### config.mk
export PLATFORM = sky130hd
export DESIGN_NAME = byte_rle_encoder_with_gating_core
export DESIGN_NICKNAME = d
export VERILOG_FILES = /design/src/design/brle_pkg.sv /design/src/design/brle_front.sv /design/src/design/brle_queue.sv /design/src/design/brle_back.sv /design/src/design/byte_rle_encoder_with_gating_core.sv
export SDC_FILE = /design/constraint.sdc
export NUM_CORES = 1
export LEC_CHECK = 0
export ABC_AREA = 1
export BUFFER_PORTS_ARGS = -buffer_cell sky130_fd_sc_hd__clkbuf_2
export CAP_MARGIN = 25
export CORE_UTILIZATION = 65
export DETAILED_ROUTE_END_ITERATION = 7
export MAX_ROUTING_LAYER = met4
export PLACE_DENSITY = 0.82
export SLEW_MARGIN = 5
export SYNTH_ARGS = -nofsm -noshare
export SYNTH_HDL_FRONTEND = slang
export SYNTH_SLANG_ARGS = --single-unit
### constraint.sdc
create_clock -name clk -period 16 [get_ports clk]
set_input_delay 0.8 -clock clk [delete_from_list [all_inputs] [get_ports clk]]
set_output_delay 0.8 -clock clk [all_outputs]
set_load 0.02 [all_outputs]
### src/design/brle_pkg.sv
// Shared types, constants and helpers for the byte run-length encoder.
// Used by every module of the encoder and by its port checker.
`default_nettype none

package brle_pkg;

    // Buffer statistics limits.
    localparam int unsigned SAMPLE_BYTES  = 1024;
    localparam int unsigned SIZE_BITS     = 32;
    localparam int unsigned CNT_W         = 33;
    localparam int unsigned CSIZE_W       = 34;
    localparam int unsigned DISTINCT_W    = 9;

    localparam logic [7:0]            RUN_MAX       = 8'd255;
    localparam logic [CNT_W-1:0]      MIN_INPUT     = CNT_W'(64);
    localparam logic [CSIZE_W:0]      HEADER_BYTES  = (CSIZE_W + 1)'(8);
    localparam logic [DISTINCT_W-1:0] ENTROPY_LIMIT = DISTINCT_W'(192);
    localparam logic [CNT_W-1:0]      CNT_MAX       = {CNT_W{1'b1}};
    localparam logic [CNT_W-1:0]      SAMPLE_LIMIT  = CNT_W'(SAMPLE_BYTES);

    // Queue between the front and back parts.
    localparam int unsigned Q_DEPTH = 4;
    localparam int unsigned Q_AW    = $clog2(Q_DEPTH);
    localparam int unsigned Q_CW    = $clog2(Q_DEPTH + 1);

    // Input word.
    typedef struct packed {
        logic [7:0] data_byte;
        logic       last_byte;
    } brle_in_t;

    // Output word.
    typedef struct packed {
        logic [7:0]           run_length;
        logic [7:0]           run_value;
        logic                 final_pair;
        logic [SIZE_BITS-1:0] input_size;
        logic [CSIZE_W-1:0]   compressed_size;
        logic                 high_entropy;
        logic                 size_overflow;
        logic                 use_compressed;
    } brle_out_t;

    // Queue entry: a pair plus the raw buffer totals for the final pair.
    typedef struct packed {
        logic [7:0]       run_length;
        logic [7:0]       run_value;
        logic             final_pair;
        logic [CNT_W-1:0] byte_total;
        logic [CNT_W-1:0] pair_total;
        logic             high_entropy;
    } brle_entry_t;

    // Up to two entries pushed by the front part in one cycle.
    typedef struct packed {
        logic        valid_a;
        logic        valid_b;
        brle_entry_t entry_a;
        brle_entry_t entry_b;
    } brle_push_t;

    // Queue status seen by both sides.
    typedef struct packed {
        logic        room;
        logic        valid;
        brle_entry_t head;
    } brle_qstat_t;

    // Saturating increment of a buffer counter.
    function automatic logic [CNT_W-1:0] sat_inc(input logic [CNT_W-1:0] v);
        logic [CNT_W-1:0] r;
        r = (v == CNT_MAX) ? v : v + CNT_W'(1);
        return r;
    endfunction

endpackage

`default_nettype wire

### src/design/brle_front.sv
// Front part: accepts input words, tracks the open run, the byte and pair
// counters and the seen map, and pushes finished pairs into the queue.
// Depends on brle_pkg.
`default_nettype none

module brle_front
    import brle_pkg::*;
(
    input  wire logic        clk,
    input  wire logic        rst_n,
    input  wire logic        in_valid,
    output logic             in_stall,
    input  wire brle_in_t    in_word,
    input  wire logic        force_compression,
    input  wire brle_qstat_t qstat,
    output brle_push_t       push
);

    logic [7:0]            run_byte_reg, run_byte_next;
    logic [7:0]            run_count_reg, run_count_next;
    logic [CNT_W-1:0]      byte_total_reg, byte_total_next;
    logic [CNT_W-1:0]      pair_total_reg, pair_total_next;
    logic [255:0]          seen_reg, seen_next;
    logic [DISTINCT_W-1:0] distinct_reg, distinct_next;

    logic                  accept;
    logic                  first_seen;
    logic [DISTINCT_W-1:0] distinct_inc;
    logic [CNT_W-1:0]      byte_total_inc;
    logic                  close_run;
    logic [7:0]            run_count_upd;
    logic [CNT_W-1:0]      pair_total_a;
    logic [CNT_W-1:0]      pair_total_b;
    logic                  entropy_gate;
    brle_entry_t           close_entry;
    brle_entry_t           final_entry;

    // Accept only while the queue can take two words.
    assign in_stall = !qstat.room;
    assign accept   = in_valid && !in_stall;

    // Classify the incoming byte against the open run and the sample.
    always_comb
    begin
        first_seen     = (byte_total_reg < SAMPLE_LIMIT) && !seen_reg[in_word.data_byte];
        distinct_inc   = distinct_reg + DISTINCT_W'(first_seen);
        byte_total_inc = sat_inc(byte_total_reg);
        close_run      = (run_count_reg != 8'd0)
                         && !((in_word.data_byte == run_byte_reg) && (run_count_reg < RUN_MAX));
        run_count_upd  = ((run_count_reg == 8'd0) || close_run) ? 8'd1 : run_count_reg + 8'd1;
        pair_total_a   = close_run ? sat_inc(pair_total_reg) : pair_total_reg;
        pair_total_b   = sat_inc(pair_total_a);
        entropy_gate   = !force_compression && (distinct_inc > ENTROPY_LIMIT);

        close_entry              = '0;
        close_entry.run_length   = run_count_reg;
        close_entry.run_value    = run_byte_reg;

        final_entry              = '0;
        final_entry.run_length   = run_count_upd;
        final_entry.run_value    = in_word.data_byte;
        final_entry.final_pair   = 1'b1;
        final_entry.byte_total   = byte_total_inc;
        final_entry.pair_total   = pair_total_b;
        final_entry.high_entropy = entropy_gate;
    end

    // Queue pushes: a closed run goes first, the final pair after it.
    always_comb
    begin
        push = '0;
        if (close_run)
        begin
            push.valid_a = accept;
            push.entry_a = close_entry;
            push.valid_b = accept && in_word.last_byte;
            push.entry_b = final_entry;
        end
        else
        begin
            push.valid_a = accept && in_word.last_byte;
            push.entry_a = final_entry;
            push.entry_b = final_entry;
        end
    end

    // Next buffer state; the last byte clears everything for the next buffer.
    always_comb
    begin
        run_byte_next   = run_byte_reg;
        run_count_next  = run_count_reg;
        byte_total_next = byte_total_reg;
        pair_total_next = pair_total_reg;
        seen_next       = seen_reg;
        distinct_next   = distinct_reg;
        if (accept)
        begin
            if (in_word.last_byte)
            begin
                run_byte_next   = 8'd0;
                run_count_next  = 8'd0;
                byte_total_next = '0;
                pair_total_next = '0;
                seen_next       = '0;
                distinct_next   = '0;
            end
            else
            begin
                run_byte_next   = in_word.data_byte;
                run_count_next  = run_count_upd;
                byte_total_next = byte_total_inc;
                pair_total_next = pair_total_a;
                distinct_next   = distinct_inc;
                if (first_seen)
                begin
                    seen_next[in_word.data_byte] = 1'b1;
                end
            end
        end
    end

    // Buffer state registers.
    always_ff @(posedge clk or negedge rst_n)
    begin
        if (!rst_n)
        begin
            run_byte_reg   <= 8'd0;
            run_count_reg  <= 8'd0;
            byte_total_reg <= '0;
            pair_total_reg <= '0;
            seen_reg       <= '0;
            distinct_reg   <= '0;
        end
        else
        begin
            run_byte_reg   <= run_byte_next;
            run_count_reg  <= run_count_next;
            byte_total_reg <= byte_total_next;
            pair_total_reg <= pair_total_next;
            seen_reg       <= seen_next;
            distinct_reg   <= distinct_next;
        end
    end

endmodule

`default_nettype wire

### src/design/brle_queue.sv
// Short queue between the front and back parts: two writes and one read
// per cycle, flip-flop storage. Depends on brle_pkg.
`default_nettype none

module brle_queue
    import brle_pkg::*;
(
    input  wire logic       clk,
    input  wire logic       rst_n,
    input  wire brle_push_t push,
    input  wire logic       pop,
    output brle_qstat_t     qstat
);

    brle_entry_t       store_reg [Q_DEPTH];
    logic [Q_AW-1:0]   wr_ptr_reg, wr_ptr_next;
    logic [Q_AW-1:0]   rd_ptr_reg, rd_ptr_next;
    logic [Q_CW-1:0]   count_reg, count_next;
    logic [Q_AW-1:0]   wr_ptr_b;
    logic [Q_CW-1:0]   push_count;

    // Status toward both sides.
    always_comb
    begin
        qstat.room  = count_reg <= Q_CW'(Q_DEPTH - 2);
        qstat.valid = count_reg != '0;
        qstat.head  = store_reg[rd_ptr_reg];
    end

    // Pointer and fill count update.
    always_comb
    begin
        wr_ptr_b    = wr_ptr_reg + Q_AW'(1);
        push_count  = Q_CW'(push.valid_a) + Q_CW'(push.valid_b);
        wr_ptr_next = wr_ptr_reg + push_count[Q_AW-1:0];
        rd_ptr_next = rd_ptr_reg + Q_AW'(pop);
        count_next  = count_reg + push_count - Q_CW'(pop);
    end

    always_ff @(posedge clk or negedge rst_n)
    begin
        if (!rst_n)
        begin
            wr_ptr_reg <= '0;
            rd_ptr_reg <= '0;
            count_reg  <= '0;
        end
        else
        begin
            wr_ptr_reg <= wr_ptr_next;
            rd_ptr_reg <= rd_ptr_next;
            count_reg  <= count_next;
        end
    end

    // Entry storage; the second word lands one slot after the first.
    always_ff @(posedge clk)
    begin
        if (push.valid_a)
        begin
            store_reg[wr_ptr_reg] <= push.entry_a;
        end
        if (push.valid_b)
        begin
            store_reg[wr_ptr_b] <= push.entry_b;
        end
    end

endmodule

`default_nettype wire

### src/design/brle_back.sv
// Back part: takes pairs from the queue, works out the buffer summary for
// the final pair and holds the result in the output register.
// Depends on brle_pkg.
`default_nettype none

module brle_back
    import brle_pkg::*;
(
    input  wire logic        clk,
    input  wire logic        rst_n,
    input  wire brle_qstat_t qstat,
    output logic             pop,
    output logic             out_valid,
    input  wire logic        out_stall,
    output brle_out_t        out_word
);

    logic              out_valid_reg, out_valid_next;
    brle_out_t         out_word_reg, out_word_next;
    logic [CSIZE_W:0]  csize_sum;
    logic [CSIZE_W-1:0] csize;
    logic              ovf;
    brle_entry_t       head;

    assign head      = qstat.head;
    assign pop       = qstat.valid && (!out_valid_reg || !out_stall);
    assign out_valid = out_valid_reg;
    assign out_word  = out_word_reg;

    // Summary fields; only the final pair carries them.
    always_comb
    begin
        csize_sum = HEADER_BYTES + {1'b0, head.pair_total, 1'b0};
        csize     = csize_sum[CSIZE_W] ? {CSIZE_W{1'b1}} : csize_sum[CSIZE_W-1:0];
        ovf       = head.byte_total[SIZE_BITS];

        out_word_next            = '0;
        out_word_next.run_length = head.run_length;
        out_word_next.run_value  = head.run_value;
        if (head.final_pair)
        begin
            out_word_next.final_pair      = 1'b1;
            out_word_next.input_size      = ovf ? {SIZE_BITS{1'b1}}
                                                : head.byte_total[SIZE_BITS-1:0];
            out_word_next.compressed_size = csize;
            out_word_next.high_entropy    = head.high_entropy;
            out_word_next.size_overflow   = ovf;
            out_word_next.use_compressed  = (head.byte_total >= MIN_INPUT) && !ovf
                                            && !head.high_entropy
                                            && (csize < {1'b0, head.byte_total});
        end

        out_valid_next = pop ? 1'b1 : (out_valid_reg && out_stall);
    end

    // Output valid register.
    always_ff @(posedge clk or negedge rst_n)
    begin
        if (!rst_n)
        begin
            out_valid_reg <= 1'b0;
        end
        else
        begin
            out_valid_reg <= out_valid_next;
        end
    end

    // Output word register, loaded on each pop.
    always_ff @(posedge clk)
    begin
        if (pop)
        begin
            out_word_reg <= out_word_next;
        end
    end

endmodule

`default_nettype wire

### src/design/byte_rle_encoder_with_gating_core.sv
// Byte run-length encoder: one byte accepted per cycle; a pair passes through
// the queue and the output register after the byte that closes it. A last byte
// that also closes a run yields two words, which the four-entry queue absorbs.
// Input stalls when the queue has fewer than two free entries.
// Reset clears all buffer state and the seen map at once; force_compression
// resets to zero.
`default_nettype none

module byte_rle_encoder_with_gating_core
    import brle_pkg::*;
(
    input  wire logic      clk,
    input  wire logic      rst_n,
    input  wire logic      in_valid,
    output logic           in_stall,
    input  wire brle_in_t  in_word,
    output logic           out_valid,
    input  wire logic      out_stall,
    output brle_out_t      out_word,
    input  wire logic      cfg_valid,
    output logic           cfg_ready,
    input  wire logic      cfg_data
);

    logic        force_compression_reg, force_compression_next;
    brle_push_t  push;
    brle_qstat_t qstat;
    logic        pop;

    // Configuration register, always ready.
    assign cfg_ready              = 1'b1;
    assign force_compression_next = (cfg_valid && cfg_ready) ? cfg_data
                                                             : force_compression_reg;

    always_ff @(posedge clk or negedge rst_n)
    begin
        if (!rst_n)
        begin
            force_compression_reg <= 1'b0;
        end
        else
        begin
            force_compression_reg <= force_compression_next;
        end
    end

    brle_front u_front (
        .clk               (clk),
        .rst_n             (rst_n),
        .in_valid          (in_valid),
        .in_stall          (in_stall),
        .in_word           (in_word),
        .force_compression (force_compression_reg),
        .qstat             (qstat),
        .push              (push)
    );

    brle_queue u_queue (
        .clk   (clk),
        .rst_n (rst_n),
        .push  (push),
        .pop   (pop),
        .qstat (qstat)
    );

    brle_back u_back (
        .clk       (clk),
        .rst_n     (rst_n),
        .qstat     (qstat),
        .pop       (pop),
        .out_valid (out_valid),
        .out_stall (out_stall),
        .out_word  (out_word)
    );

endmodule

`default_nettype wire

==> results.cfg <==
[place]
gp_congestion = 1.02
dp_hpwl_mm = 75.5
dpl_cell_area_um2 = 44000
io_buffers = 102
placed_cells = 6120
pre_cts_ws_ns = 10.07

[critical_path]
path_class = register to register
worst_path_most_repeated_cell = nand2_1
cpMaxStageDelayCell = buf_4
max_stage_delay_ns = 0.71
crit_fanout = 69
worst_ep_arrival_time_ns = 6.69
r2r_slack_ns = 9.80
required_ns = 16.49
crit_path_start_kind = register
endpoint_kind = register

[status]
outcome = complete, but fails checks
violations = DRC

[grt]
grt-ovfl-total = 0
grt_max_degree = 218
antenna_found_initial = 0
grt_pass1_vias = 37000
grtUsageTotal = 0.382
grt_pass1_wl_mm = 198

[cts]
path_clk_slew_ns = 0.07
cts_resized = 0
htreeDepth = 3
insertion_delay_ns = 0.65
postCtsSetupBuffers = 0
cts_sinks = 778
cts_hold_buf = 0
cts_tree = done
cts-root-buf = clkbuf_16
clock_path_buffers = 3
numCtsBuffers = 81

[synth]
ys_ff_latch = 778
yosysSeqAreaShare = 0.498
netlist-cell-type-count = 53
yosys-top-cells-area = edfxtp_1, dfrtp_1, nand2_1, inv_1, nor2_1
yosys.area.top_type_share = 0.290
synth_most_common_cell = nand2_1
syn-num-nets = 5502
synth_cells = 5440
synth_common_cells = nand2_1, inv_1, nor2_1
syn_area_per_cell_um2 = 7.95
synth_top_area_cell = edfxtp_1
synth_area_um2 = 43200
ys_warn_count = 0
synth_ff_type = edfxtp_1
async_flop_share = 0.458
synth_edf_count = 418

[finish]
stdcell_count = 6276
drive_above_1_share = 0.0699
fin_nets = 5406
stdcell_area_um2 = 46800
largest_reg_flops = 336
final_util = 0.711
area_delta_synth_final_pct = 8.19

[timing]
rsz0062_at_grt = false
fin_worst_skew_ns = 0.0382
final-hold-violation-count = 0
fin_crit_sh = 0.388
finalMaxSlewViolations = 0
min_period_ns = 6.20
max_freq_mhz = 161
tightest_slew_ns = 1.18
setup_tns_ns = 0
setup_viol = 0
relSlewSlack = 0.211
hold_slack_ns = 0.235
fin_ws_ns = 9.80

[drt]
viasPerCell = 6.31
avgRoutedWirePerCell_um = 20.3
wl_mm = 127
firstDrtPassIters = 8
via_count = 39600
drt_iter0_drc = 5035
postRouteAntennaNets = 0
drc = 3

[floorplan]
die_w_um = 260
fp.dieH_um = 260
core_area_um2 = 65700
ioPinCount = 104
initial_utilization = 0.657
die-area_um2 = 67500
rows = 94

[run]
maxCapViolCount = 0

[power]
p_leak_nw = 21.4
peakVddDrop_mv = 0.259
power_density_nw_per_um2 = 178
power.total_mw = 8.32

[hold_path]
hold_class = input pin to asynchronous set/reset pin
==> cell families (layout without fill, tap and decap cells) <==
group                    Yosys count  in the layout  share of synthesized area
other                              1              2                  0.0000868
AO/OA/AOI/OAI                    820            820                      0.111
buffers and inverters            957            928                     0.0886
flip-flops                       778            778                      0.498
AND/OR/NAND/NOR                 2762           2762                      0.273
XOR/XNOR                          75             75                     0.0152
adder cells (fa/ha/maj)           47             47                     0.0138
==> layer usage <==
layer,GRT usage,vias to the layer above,share of wire
li1,-,18000,-
met1,0.481,18500,0.37
met2,0.601,2528,0.47
met3,0.0547,482,0.10
met4,0.203,0,0.052
met5,-,-,0
==> where the power goes <==
| part | internal, mW | leakage (nW) | switching (mW) |
|---|---|---|---|
| clock | 1.10 | 1.31 | 0.830 |
| combinational | 0.883 | 11.2 | 2.74 |
| sequential | 2.57 | 8.93 | 0.194 |
==> path summary, 6_finish.rpt <==
path                                     startpoint                          to  depth (start not counted)
setup / recovery              u_queue.rd_ptr_reg[0]          u_back.out_word[0]                         26
min in group clk                          cfg_valid       force_compression_reg                          2
setup reg to reg              u_queue.rd_ptr_reg[0]          u_back.out_word[0]                         26
max in group asynchronous                     rst_n  u_front.pair_total_reg[21]                          2
hold reg to reg            u_queue.store_reg[0][67]    u_queue.store_reg[0][67]                          2
hold / removal                                rst_n   u_front.byte_total_reg[6]                          1
==> worst max-delay path, delay by kind of cell, from the launching register on <==
kind                     cells  cell delay [ns]
AND/OR/NAND/NOR             14             1.98
buffers and inverters        5             1.84
AO/OA/AOI/OAI                5             1.02
flip-flops                   1             0.59
adder cells (fa/ha/maj)      2             0.52
==> cell type report <==
type,count,area (um^2)
Antenna cell,1,2.50
Clock buffer,103,2210
Clock inverter,47,458
Fill cell,4987,19000
Inverter,597,2260
Multi-Input combinational cell,3705,18000
Sequential cell,778,21500
Tap cell,864,1080
Timing Repair Buffer,181,1220
==> cells in the final DEF (no fill, tap or decap), types with 7 or more instances in the layout <==
cell	count
a21oi_2	7
clkbuf_1	16
bufinv_16	7
edfxtp_1	418
ha_1	46
nor2_2	26
o21ai_0	221
a22oi_1	24
nor4_1	15
clkbuf_2	101
nor2_1	547
buf_4	67
nand4_1	295
a21o_1	43
inv_1	579
a32o_1	18
clkbuf_16	85
o22a_1	13
o21ai_1	34
nand3_1	386
xnor2_1	15
clkinv_2	15
a21oi_1	210
clkinv_1	17
inv_2	12
o22ai_1	215
o21bai_1	8
nand2_1	1435
dfrtp_1	354
nor3_1	32
xor2_1	60
Power figures use the tool's default switching activity.
